### src/hdl/pwc_pkg.sv
`timescale 1ns / 1ps
// Power window controller package: request/result structs, motion state
// encoding, reverse counter sizing. No dependencies.

package pwc_pkg;

  // Width of the jam reverse counter and of the reverse length register.
  localparam int REVERSE_COUNT_BITS = 16;
  localparam int TICKS_BITS         = 16;
  localparam int REV_EXT_BITS       = (REVERSE_COUNT_BITS > TICKS_BITS) ?
                                      REVERSE_COUNT_BITS : TICKS_BITS;
  localparam logic [REVERSE_COUNT_BITS-1:0] REV_COUNT_MAX = '1;
  localparam logic [TICKS_BITS-1:0] JAM_TICKS_RESET = TICKS_BITS'(50);

  // Reported motion_state codes.
  localparam logic [2:0] CODE_IDLE        = 3'd0;
  localparam logic [2:0] CODE_UP_AUTO     = 3'd1;
  localparam logic [2:0] CODE_UP_MANUAL   = 3'd2;
  localparam logic [2:0] CODE_DOWN_AUTO   = 3'd3;
  localparam logic [2:0] CODE_DOWN_MANUAL = 3'd4;
  localparam logic [2:0] CODE_REVERSE     = 3'd5;

  typedef enum logic [5:0] {
    MODE_IDLE        = 6'b000001,
    MODE_UP_AUTO     = 6'b000010,
    MODE_UP_MANUAL   = 6'b000100,
    MODE_DOWN_AUTO   = 6'b001000,
    MODE_DOWN_MANUAL = 6'b010000,
    MODE_REVERSE     = 6'b100000
  } mode_t;

  typedef struct packed {
    logic pass_up_auto;
    logic pass_up_manual;
    logic pass_down_auto;
    logic pass_down_manual;
    logic drv_up_auto;
    logic drv_up_manual;
    logic drv_down_auto;
    logic drv_down_manual;
    logic passenger_lock;
    logic top_limit;
    logic bottom_limit;
    logic jam_sensor;
  } in_t;

  typedef struct packed {
    logic       motor_up;
    logic       motor_down;
    logic [2:0] motion_state;
  } out_t;

  // Controller state carried between ticks.
  typedef struct packed {
    mode_t                         mode;
    logic                          by_driver;
    logic [REVERSE_COUNT_BITS-1:0] count;
  } state_t;

endpackage

### src/hdl/power_window_controller.sv
`timescale 1ns / 1ps
// Power window controller top level: request register, tick logic,
// result register, state and reverse length register. Uses pwc_pkg, pwc_step.
//
// One request is one sample tick of the window buttons, lock, limit
// switches and jam sensor; each request yields exactly one result with the
// motor drive and motion state for that tick. The block takes one request
// per clock while in_stall is low: the request is registered, one pass of
// priority/limit logic (pwc_step) computes the next state, and the result
// lands in an output register. A result that is held by out_stall does not
// block intake while the request register is free; a stalled output backs
// up into in_stall once the request register holds a waiting request.
// The user must write the jam reverse length (cfg_wr_data, reset 50 ticks,
// 0 acts as 1) with cfg_wr_en only while no request is in flight; unenforced.

module power_window_controller (
  input  logic                            clk,
  input  logic                            rst,
  input  logic                            in_valid,
  output logic                            in_stall,
  input  pwc_pkg::in_t                    in_data,
  output logic                            out_valid,
  input  logic                            out_stall,
  output pwc_pkg::out_t                   out_data,
  input  logic                            cfg_wr_en,
  input  logic [pwc_pkg::TICKS_BITS-1:0]  cfg_wr_data
);

  // Reverse length register.
  logic [pwc_pkg::TICKS_BITS-1:0] jam_ticks;

  // Request register (stage 1).
  logic          s1_valid;
  pwc_pkg::in_t  s1_data;

  // Controller state.
  pwc_pkg::state_t st;
  pwc_pkg::state_t st_next;
  pwc_pkg::out_t   res;

  logic advance;   // stage 1 moves into the result register this cycle
  logic take;      // a new request is accepted this cycle

  assign advance  = s1_valid && (!out_valid || !out_stall);
  assign in_stall = s1_valid && !advance;
  assign take     = in_valid && !in_stall;

  always_ff @(posedge clk) begin
    if (rst) begin
      jam_ticks <= pwc_pkg::JAM_TICKS_RESET;
    end else if (cfg_wr_en) begin
      jam_ticks <= cfg_wr_data;
    end
  end

  always_ff @(posedge clk) begin
    if (rst) begin
      s1_valid <= 1'b0;
    end else if (take) begin
      s1_valid <= 1'b1;
    end else if (advance) begin
      s1_valid <= 1'b0;
    end
  end

  always_ff @(posedge clk) begin
    if (take) begin
      s1_data <= in_data;
    end
  end

  pwc_step u_step (
    .st        (st),
    .jam_ticks (jam_ticks),
    .req       (s1_data),
    .st_next   (st_next),
    .res       (res)
  );

  // State commits only when its tick's result is captured.
  always_ff @(posedge clk) begin
    if (rst) begin
      st.mode      <= pwc_pkg::MODE_IDLE;
      st.by_driver <= 1'b0;
      st.count     <= '0;
    end else if (advance) begin
      st <= st_next;
    end
  end

  always_ff @(posedge clk) begin
    if (rst) begin
      out_valid <= 1'b0;
    end else if (advance) begin
      out_valid <= 1'b1;
    end else if (!out_stall) begin
      out_valid <= 1'b0;
    end
  end

  always_ff @(posedge clk) begin
    if (advance) begin
      out_data <= res;
    end
  end

  // Never drive the motor both ways in a delivered result.
  a_motor_excl: assert property (@(posedge clk) disable iff (rst)
    out_valid |-> !(out_data.motor_up && out_data.motor_down))
    else $error("motor driven up and down at once");

  // A waiting request is neither lost nor overwritten.
  a_s1_hold: assert property (@(posedge clk) disable iff (rst)
    (s1_valid && !advance) |=> (s1_valid && $stable(s1_data)))
    else $error("stalled request lost or changed");

  // Jam reverse is entered only from an upward motion.
  a_rev_entry: assert property (@(posedge clk) disable iff (rst)
    (advance && st_next.mode == pwc_pkg::MODE_REVERSE &&
     st.mode != pwc_pkg::MODE_REVERSE) |->
    (st.mode == pwc_pkg::MODE_UP_AUTO || st.mode == pwc_pkg::MODE_UP_MANUAL))
    else $error("reverse entered outside upward motion");

  // State changes only when a tick is processed.
  a_state_hold: assert property (@(posedge clk) disable iff (rst)
    !advance |=> $stable(st))
    else $error("state changed without a tick");

endmodule

### src/hdl/pwc_step.sv
`timescale 1ns / 1ps
// One tick of the window controller: next state and motor outputs.
// Purely combinational. Depends on pwc_pkg.

module pwc_step (
  input  pwc_pkg::state_t                  st,
  input  logic [pwc_pkg::TICKS_BITS-1:0]   jam_ticks,
  input  pwc_pkg::in_t                     req,
  output pwc_pkg::state_t                  st_next,
  output pwc_pkg::out_t                    res
);

  logic                                        decided;
  logic                                        pass_ok;
  logic                                        held;
  logic [pwc_pkg::TICKS_BITS-1:0]              ticks_m1;
  logic [pwc_pkg::REV_EXT_BITS-1:0]            ticks_ext;
  logic [pwc_pkg::REVERSE_COUNT_BITS-1:0]      reload;
  pwc_pkg::mode_t                              m;
  logic                                        drv;
  logic [pwc_pkg::REVERSE_COUNT_BITS-1:0]      cnt;

  // Reverse reload: zero stays zero (one tick), oversize saturates.
  always_comb begin
    ticks_m1  = (jam_ticks == '0) ? '0 : jam_ticks - pwc_pkg::TICKS_BITS'(1);
    ticks_ext = pwc_pkg::REV_EXT_BITS'(ticks_m1);
    if (ticks_ext > pwc_pkg::REV_EXT_BITS'(pwc_pkg::REV_COUNT_MAX)) begin
      reload = pwc_pkg::REV_COUNT_MAX;
    end else begin
      reload = ticks_ext[pwc_pkg::REVERSE_COUNT_BITS-1:0];
    end
  end

  always_comb begin
    m       = st.mode;
    drv     = st.by_driver;
    cnt     = st.count;
    decided = 1'b0;
    pass_ok = !req.passenger_lock;
    held    = 1'b0;

    if (m == pwc_pkg::MODE_REVERSE) begin
      if (cnt != '0 && !req.bottom_limit) begin
        cnt     = cnt - pwc_pkg::REVERSE_COUNT_BITS'(1);
        decided = 1'b1;
      end else begin
        cnt = '0;
        m   = pwc_pkg::MODE_IDLE;
      end
    end

    // Jam only counts against an upward motion held at tick start.
    if (!decided && req.jam_sensor &&
        (m == pwc_pkg::MODE_UP_AUTO || m == pwc_pkg::MODE_UP_MANUAL)) begin
      cnt     = reload;
      m       = pwc_pkg::MODE_REVERSE;
      decided = 1'b1;
    end

    if (!decided) begin
      priority if (req.pass_up_auto && pass_ok) begin
        m = pwc_pkg::MODE_UP_AUTO;     drv = 1'b0;
      end else if (req.pass_up_manual && pass_ok) begin
        m = pwc_pkg::MODE_UP_MANUAL;   drv = 1'b0;
      end else if (req.pass_down_auto && pass_ok) begin
        m = pwc_pkg::MODE_DOWN_AUTO;   drv = 1'b0;
      end else if (req.pass_down_manual && pass_ok) begin
        m = pwc_pkg::MODE_DOWN_MANUAL; drv = 1'b0;
      end else if (req.drv_up_auto) begin
        m = pwc_pkg::MODE_UP_AUTO;     drv = 1'b1;
      end else if (req.drv_up_manual) begin
        m = pwc_pkg::MODE_UP_MANUAL;   drv = 1'b1;
      end else if (req.drv_down_auto) begin
        m = pwc_pkg::MODE_DOWN_AUTO;   drv = 1'b1;
      end else if (req.drv_down_manual) begin
        m = pwc_pkg::MODE_DOWN_MANUAL; drv = 1'b1;
      end else if (m == pwc_pkg::MODE_UP_MANUAL) begin
        // running manual motion keeps going on its own button, lock or not
        held = drv ? req.drv_up_manual : req.pass_up_manual;
        if (!held) begin
          m = pwc_pkg::MODE_IDLE;
        end
      end else if (m == pwc_pkg::MODE_DOWN_MANUAL) begin
        held = drv ? req.drv_down_manual : req.pass_down_manual;
        if (!held) begin
          m = pwc_pkg::MODE_IDLE;
        end
      end else begin
        // no button and no manual motion: mode stands
        held = 1'b0;
      end

      if ((m == pwc_pkg::MODE_UP_AUTO || m == pwc_pkg::MODE_UP_MANUAL) &&
          req.top_limit) begin
        m = pwc_pkg::MODE_IDLE;
      end
      if ((m == pwc_pkg::MODE_DOWN_AUTO || m == pwc_pkg::MODE_DOWN_MANUAL) &&
          req.bottom_limit) begin
        m = pwc_pkg::MODE_IDLE;
      end
    end

    st_next.mode      = m;
    st_next.by_driver = drv;
    st_next.count     = cnt;
  end

  always_comb begin
    res = '0;
    unique case (st_next.mode)
      pwc_pkg::MODE_UP_AUTO: begin
        res.motor_up = 1'b1;   res.motion_state = pwc_pkg::CODE_UP_AUTO;
      end
      pwc_pkg::MODE_UP_MANUAL: begin
        res.motor_up = 1'b1;   res.motion_state = pwc_pkg::CODE_UP_MANUAL;
      end
      pwc_pkg::MODE_DOWN_AUTO: begin
        res.motor_down = 1'b1; res.motion_state = pwc_pkg::CODE_DOWN_AUTO;
      end
      pwc_pkg::MODE_DOWN_MANUAL: begin
        res.motor_down = 1'b1; res.motion_state = pwc_pkg::CODE_DOWN_MANUAL;
      end
      pwc_pkg::MODE_REVERSE: begin
        res.motor_down = 1'b1; res.motion_state = pwc_pkg::CODE_REVERSE;
      end
      default: begin
        res.motion_state = pwc_pkg::CODE_IDLE;
      end
    endcase
  end

endmodule
### config.mk
export PLATFORM = sky130hd
export DESIGN_NAME = power_window_controller
export DESIGN_NICKNAME = d
export VERILOG_FILES = /design/src/hdl/pwc_pkg.sv /design/src/hdl/power_window_controller.sv /design/src/hdl/pwc_step.sv
export SDC_FILE = /design/constraint.sdc
export NUM_CORES = 1
export LEC_CHECK = 0
export ABC_AREA = 1
export BUFFER_PORTS_ARGS = -buffer_cell sky130_fd_sc_hd__buf_2
export CORE_ASPECT_RATIO = 2
export CORE_UTILIZATION = 30
export CTS_CLUSTER_DIAMETER = 100
export DETAILED_ROUTE_END_ITERATION = 6
export GPL_ROUTABILITY_DRIVEN = 0
export PLACE_DENSITY_LB_ADDON = 0.1
export SYNTH_ARGS = -nofsm -noshare
export SYNTH_HDL_FRONTEND = slang
export SYNTH_HIERARCHICAL = 1
export SYNTH_SLANG_ARGS = --single-unit
### constraint.sdc
create_clock -name clk -period 5.3 [get_ports clk]
set_input_delay 0.53 -clock clk [delete_from_list [all_inputs] [get_ports clk]]
set_output_delay 0.53 -clock clk [all_outputs]
set_load 0.02 [all_outputs]
Word-level counts from Yosys, hierarchy flattened
Cells that the tools add are included.
- bits in registers: 58
- bits of input ports: 33
- output and inout port bits: 7
- logic and storage cells: 117
- add/subtract/negate cells: 2
- $lt $le $gt $ge: 1
- eq/ne operators: 15
- mux-type cells: 45
- bitwise operators: 1
- reduce and logical (&&, ||, !) cells: 32
- operators by type and width (kind ; count):
    two-way mux 6 bit ; 20
    two-way mux 16 bit ; 5
    subtractor 16 x 1 -> 16 bit (second input constant) ; 2
    equality test 6 x 3 -> 1 bit (second input constant) ; 4
    two-way mux 1 bit ; 19
    equality test 6 x 2 -> 1 bit (second input constant) ; 3
    equality test 6 x 5 -> 1 bit (second input constant) ; 3
    greater-than comparator 16 bit (second input constant) ; 1
    logical NOT 16 bit ; 1
    nonzero test 16 bit ; 1
    one-hot mux 3 bit (5 select lines) ; 1
    equality test 6 x 4 -> 1 bit (second input constant) ; 2
    equality test 6 bit (second input constant) ; 2
    logical AND 1 bit ; 12
    nonzero test 8 bit ; 1
    logical NOT 1 bit ; 7
    logical OR 1 bit ; 4
    nonzero test 2 bit ; 2
    AND reduction 3 bit ; 1
    OR reduction 3 bit ; 1
    != test 2 x 1 -> 1 bit (second input constant) ; 1
    AND reduction 2 bit ; 1
    OR reduction 2 bit ; 1
    NOT 1 bit ; 1

Depth between registers and ports, before layout
- depth after elaboration: 33
- mapped depth: 28
- gate-level depth less buffers: 28

Cells and area by module
The synthesis kept the hierarchy.
- by module, submodules not included (module ; instances ; cells an instance ; area an instance (µm²) ; sequential area each (µm²)):
    power_window_controller ; 1 ; 247 ; 2178.3 ; 1331.3
    pwc_step ; 1 ; 296 ; 1450.1 ; 0.0

Least setup slack after synthesis
No wires, ideal clock.
- kind: register -> register
- start point: register, netlist name st[0]
- end point: register out_data[0] (netlist name) (data pin)
- setup time: 0.265 ns
- arrival time: 2.242 ns
- data required time: 5.035 ns
- path slack: 2.793 ns
- cell stages (with the launch flop): 25
- buffers on the path: 0
- period minus slack after synthesis: 2.507 ns
- path through: dfxtp_1 inv_1 ha_1 nand2_1 nor2_1 nand2_1 nand2_1 nand2_2 nand3_1 nand2_2 nand2_4 a21oi_1 nand3_1 nand3_1 nand2_1 nand2_1 nand2_1 nand3_1 nand3_2 nand3_1 nand2_1 nand2_1 nor2_1 nand2_1 nand3_1
- RTL lines (what ; RTL line ; RTL):
    end signal: assignment ; power_window_controller.sv:103 ; out_data <= res;
    end: declaration ; power_window_controller.sv:24 ; output pwc_pkg::out_t out_data,

==> results <==
- The run finished with clean final reports.
- The number of warnings reported in the yosys synthesis log is 6.
- Timing would allow up to 329.0 MHz.
- The setup total negative slack is 0 ns.
- Counting flops and latches in the post-synthesis netlist gives 58.
- For the final database, setup skew stands at approximately 0.0061 ns.
- After detailed routing, the number of vias per cell comes to 4.733.
- The proportion of register bits with asynchronous set or reset after synthesis is 0.
- The portion of synthesized area spent on multiplexers is 0.
- The kind of end point of the critical path is a flop.
- The setup-violating endpoint count in the final report is 0.
- The largest fanout on the critical path is 10.
- The area fraction in compound gates after synthesis is 0.1155.
- The max-slew violation count is 0.
- The share of the Yosys chip area taken by registers is 0.3669.
- The global-route usage over all layers is 0.1666.
- Among the stages of the critical path, the cell type that occurs most often is sky130_fd_sc_hd__nand2_1.
- The die is 79.77 µm wide.
- The maximum count of clock buffers along a single path is 2.
- Setup repair after global routing left no endpoint under its margin.
- The data required time at the worst endpoint is 5.37 ns.
- In the synthesized netlist, the cells that appear most often are 101 x sky130_fd_sc_hd__nand2_1, 90 x sky130_fd_sc_hd__nor2_1, 86 x sky130_fd_sc_hd__inv_1.
- The number of placement rows is 56.
- The maximum resistive drop on vdd is 202.8 µV.
- The tightest min-delay check is of the in2reg type.
- The sum of overflow across all layers after global routing is 0.
- The clock insertion delay at the later pin of the skew report is 0.33 ns.
- The number of antenna violations at the first check in global routing is 0.
- The final layout contains routed wiring with a total length of 9.782 mm.
- The static power due to leakage is 2.040 nW.
- Input and output buffers added on the ports amount to 39.
- The final hold slack is 0.3687 ns.
- The critical path start-end classification is reg2reg.
- The adder-cell share of the synthesized area is 0.006897.
- The largest net degree at the start of global routing is 48.
- The layout-stage area growth over the synthesis result is 16.86%.
- The number of nets in the finished design is 614.
- The number of clock sinks is just under 60.
- After clock tree synthesis, the setup repair step added 0 buffers.
- The data arrival at the endpoint of the critical path is approximately 3.1 ns.
- The filler cell count in the final layout is 1,308.
- The post-detailed-route count of antenna-violating nets is 0.
- The XOR/XNOR share of the synthesized area is 0.04828.
- The multi-input combinational cells in the finished layout cover a total of between 1500 and 2000 µm².
- The height of the die is 157.5 µm.
- By area, the combinational part of the netlist is dominated by simple AND/OR/NAND/NOR gates.
- The count of inserted antenna diode cells is 0.
- Clock tree synthesis inserted a total of 9 buffers.
- The core region is 11,770 µm².
- The half-perimeter wire length after placement is 7.429 mm.
- The slew at the pin closest to its max-slew limit is 0.5795 ns.
- The number of maximum-capacitance constraint violations is 0.
- The area share of the leading cell type in the synthesized netlist is 0.2262.
- The wire length of the first global-routing pass is 15.70 mm.
- After the first detailed-routing iteration, the DRC count stood at around 100.
- The final worst-path cycle share is 0.5734.
- The via count is 3,450.
- A synthesized cell averages 6.682 µm².
- The number of top-level design ports is 40.
- The worst relative slew slack is 0.6133.
- The sequential cell area is 1331 µm².
- The remaining routing DRC violations is 0.
- For this design, the CTS-stage hold fixing added 0 buffers.
- The combined area of all synthesized cells is 3628 µm².
- The largest single stage delay on the critical path is 0.33 ns.
- The via count of the first global-routing pass is 3,342.
- The logic gate share of total power is 0.145.
- After clock tree synthesis, the repair step resized 0 gates.
- The net count of the mapped netlist is between 500 and 600.
- The initial core utilization is 0.3082.
- Clock tree synthesis selected as its root buffer the cell sky130_fd_sc_hd__clkbuf_16.
- The power share of the sequential group is 0.374.
- The worst path needs 3.039 ns of the cycle, external delays included.
- The first detailed-routing pass took 4 iterations.
- In the final routed layout, each cell accounts on average for 13.42 µm.
- The worst setup path is launched from a flop.
- In this run the number of H-tree levels came out at 3.
- Of the cells placed in the final design, the portion with a size suffix greater than 1 is 0.1353.
- The most used flip-flop cell after synthesis is sky130_fd_sc_hd__dfxtp_1.
- The dominant cell type by area after synthesis is sky130_fd_sc_hd__dfxtp_1.
- The power density normalized to cell area is 325.2 nW/µm².
- On the critical path the largest part of the delay comes from simple AND/OR/NAND/NOR gates.
- The count of final hold-check violations is 0.
- The simple-gate share of the synthesized area is 0.3362.
- The clock share of power is 0.481.
- Together, buffers and inverters on the worst path number 1.
- The analysis attributes to net switching a power of 361.2 µW.
- Clock-pin slew was measured on the worst setup and hold paths at 0.06 ns.
- The die covers 12,570 µm².
- Synthesis instantiated 34 different standard cells from the library.
- The clock tree from TritonCTS is yes.
- Synthesis handed over a netlist of 543 instances.
- Yosys attributes the largest share of cell area to sky130_fd_sc_hd__dfxtp_1 23%, sky130_fd_sc_hd__edfxtp_1 14%, sky130_fd_sc_hd__nand2_1 10%, sky130_fd_sc_hd__nor2_1 9.3%, sky130_fd_sc_hd__inv_1 8.9%.
- The internal portion of total power is 1.018 mW.
- The slowest stage of the critical path is the sky130_fd_sc_hd__dfxtp_1 cell.
- The count of flip-flops with a built-in enable after synthesis is 17.
- The most numerous cell in the Yosys netlist is sky130_fd_sc_hd__nand2_1.
- The net switching fraction of the power is 0.2620.
==> state kept, by name, summed over array words and instances (netlist names) <==
name	cells
jam_ticks	16
out_data	5
out_valid	1
s1_data	12
s1_valid	1
st	23
==> layer usage <==
layer,GRT usage,share of wire,vias up
met5,0,0,-
met4,0.1037,0.043,0
met3,0.02725,0.020,23
met2,0.3354,0.58,56
met1,0.1447,0.36,1573
li1,-,-,1798
==> kinds of logic (layout without fill, tap and decap cells) <==
| group | count (synthesis) | in the layout |
|---|---|---|
| adder cells (fa/ha/maj) | 2 | 2 |
| XOR/XNOR | 20 | 20 |
| AO/OA/AOI/OAI | 77 | 77 |
| AND/OR/NAND/NOR | 280 | 280 |
| buffers and inverters | 106 | 147 |
| flip-flops | 58 | 58 |
==> final timing paths <==
| path | start | to | slack, ns | cells past startpoint |
|---|---|---|---|---|
| worst max register to register | st[0] | out_data[0] | 2.26 | 26 |
| worst min-delay path | in_data[6] | s1_data[6] | 0.37 | 1 |
| worst min register to register | st[17] | st[17] | 0.46 | 2 |
| worst max-delay path | st[0] | out_data[0] | 2.26 | 26 |
==> power by group through the flow <==
| stage | Sequential (mW) | Combinational [mW] | Clock, mW |
|---|---|---|---|
| 6_report | 0.516 | 0.200 | 0.663 |
| 5_1_grt | 0.521 | 0.229 | 0.698 |
| 4_1_cts | 0.517 | 0.203 | 0.681 |
| 3_5_place_dp | 0.527 | 0.201 | 0 |
| 3_3_place_gp | 0.526 | 0.201 | 0 |
| 2_1_floorplan | 0.522 | 0.150 | 0 |
==> layout by cell type (no fill, tap or decap), types with 4 or more instances in the layout <==
cell type	n
sky130_fd_sc_hd__nand2_1	101
sky130_fd_sc_hd__nor2_1	90
sky130_fd_sc_hd__inv_1	86
sky130_fd_sc_hd__nand3_1	52
sky130_fd_sc_hd__dfxtp_1	41
sky130_fd_sc_hd__buf_2	39
sky130_fd_sc_hd__a21oi_1	31
sky130_fd_sc_hd__o21ai_0	30
sky130_fd_sc_hd__edfxtp_1	17
sky130_fd_sc_hd__xor2_1	15
sky130_fd_sc_hd__clkbuf_16	9
sky130_fd_sc_hd__nor3_1	9
sky130_fd_sc_hd__nor2_2	8
sky130_fd_sc_hd__o22ai_1	8
sky130_fd_sc_hd__nand2_2	7
sky130_fd_sc_hd__xnor2_1	5
sky130_fd_sc_hd__buf_4	4
==> cell type report <==
type                            instances  area share
Timing Repair Buffer                   43     0.05311
Clock buffer                            9     0.05311
Multi-Input combinational cell        379      0.4338
Inverter                               88     0.07790
Clock inverter                          7     0.02538
Tap cell                              145     0.04279
Sequential cell                        58      0.3140
==> through the flow <==
stage | total power [mW] | worst slack, ns | instance area [µm²] | util | instances
3_3_place_gp | 0.7268 | 2.272 | 3908 | 0.3320 | 713
6_report | 1.379 | 2.261 | 4240 | 0.3602 | 729
4_1_cts | 1.401 | 2.233 | 4240 | 0.3602 | 729
2_1_floorplan | 0.6726 | 2.793 | 3628 | - | 543
5_1_grt | 1.449 | 1.805 | 4240 | 0.3602 | 729
3_5_place_dp | 0.7281 | 2.264 | 3908 | 0.3320 | 713
Note: power is estimated with default switching activity, not from simulation.
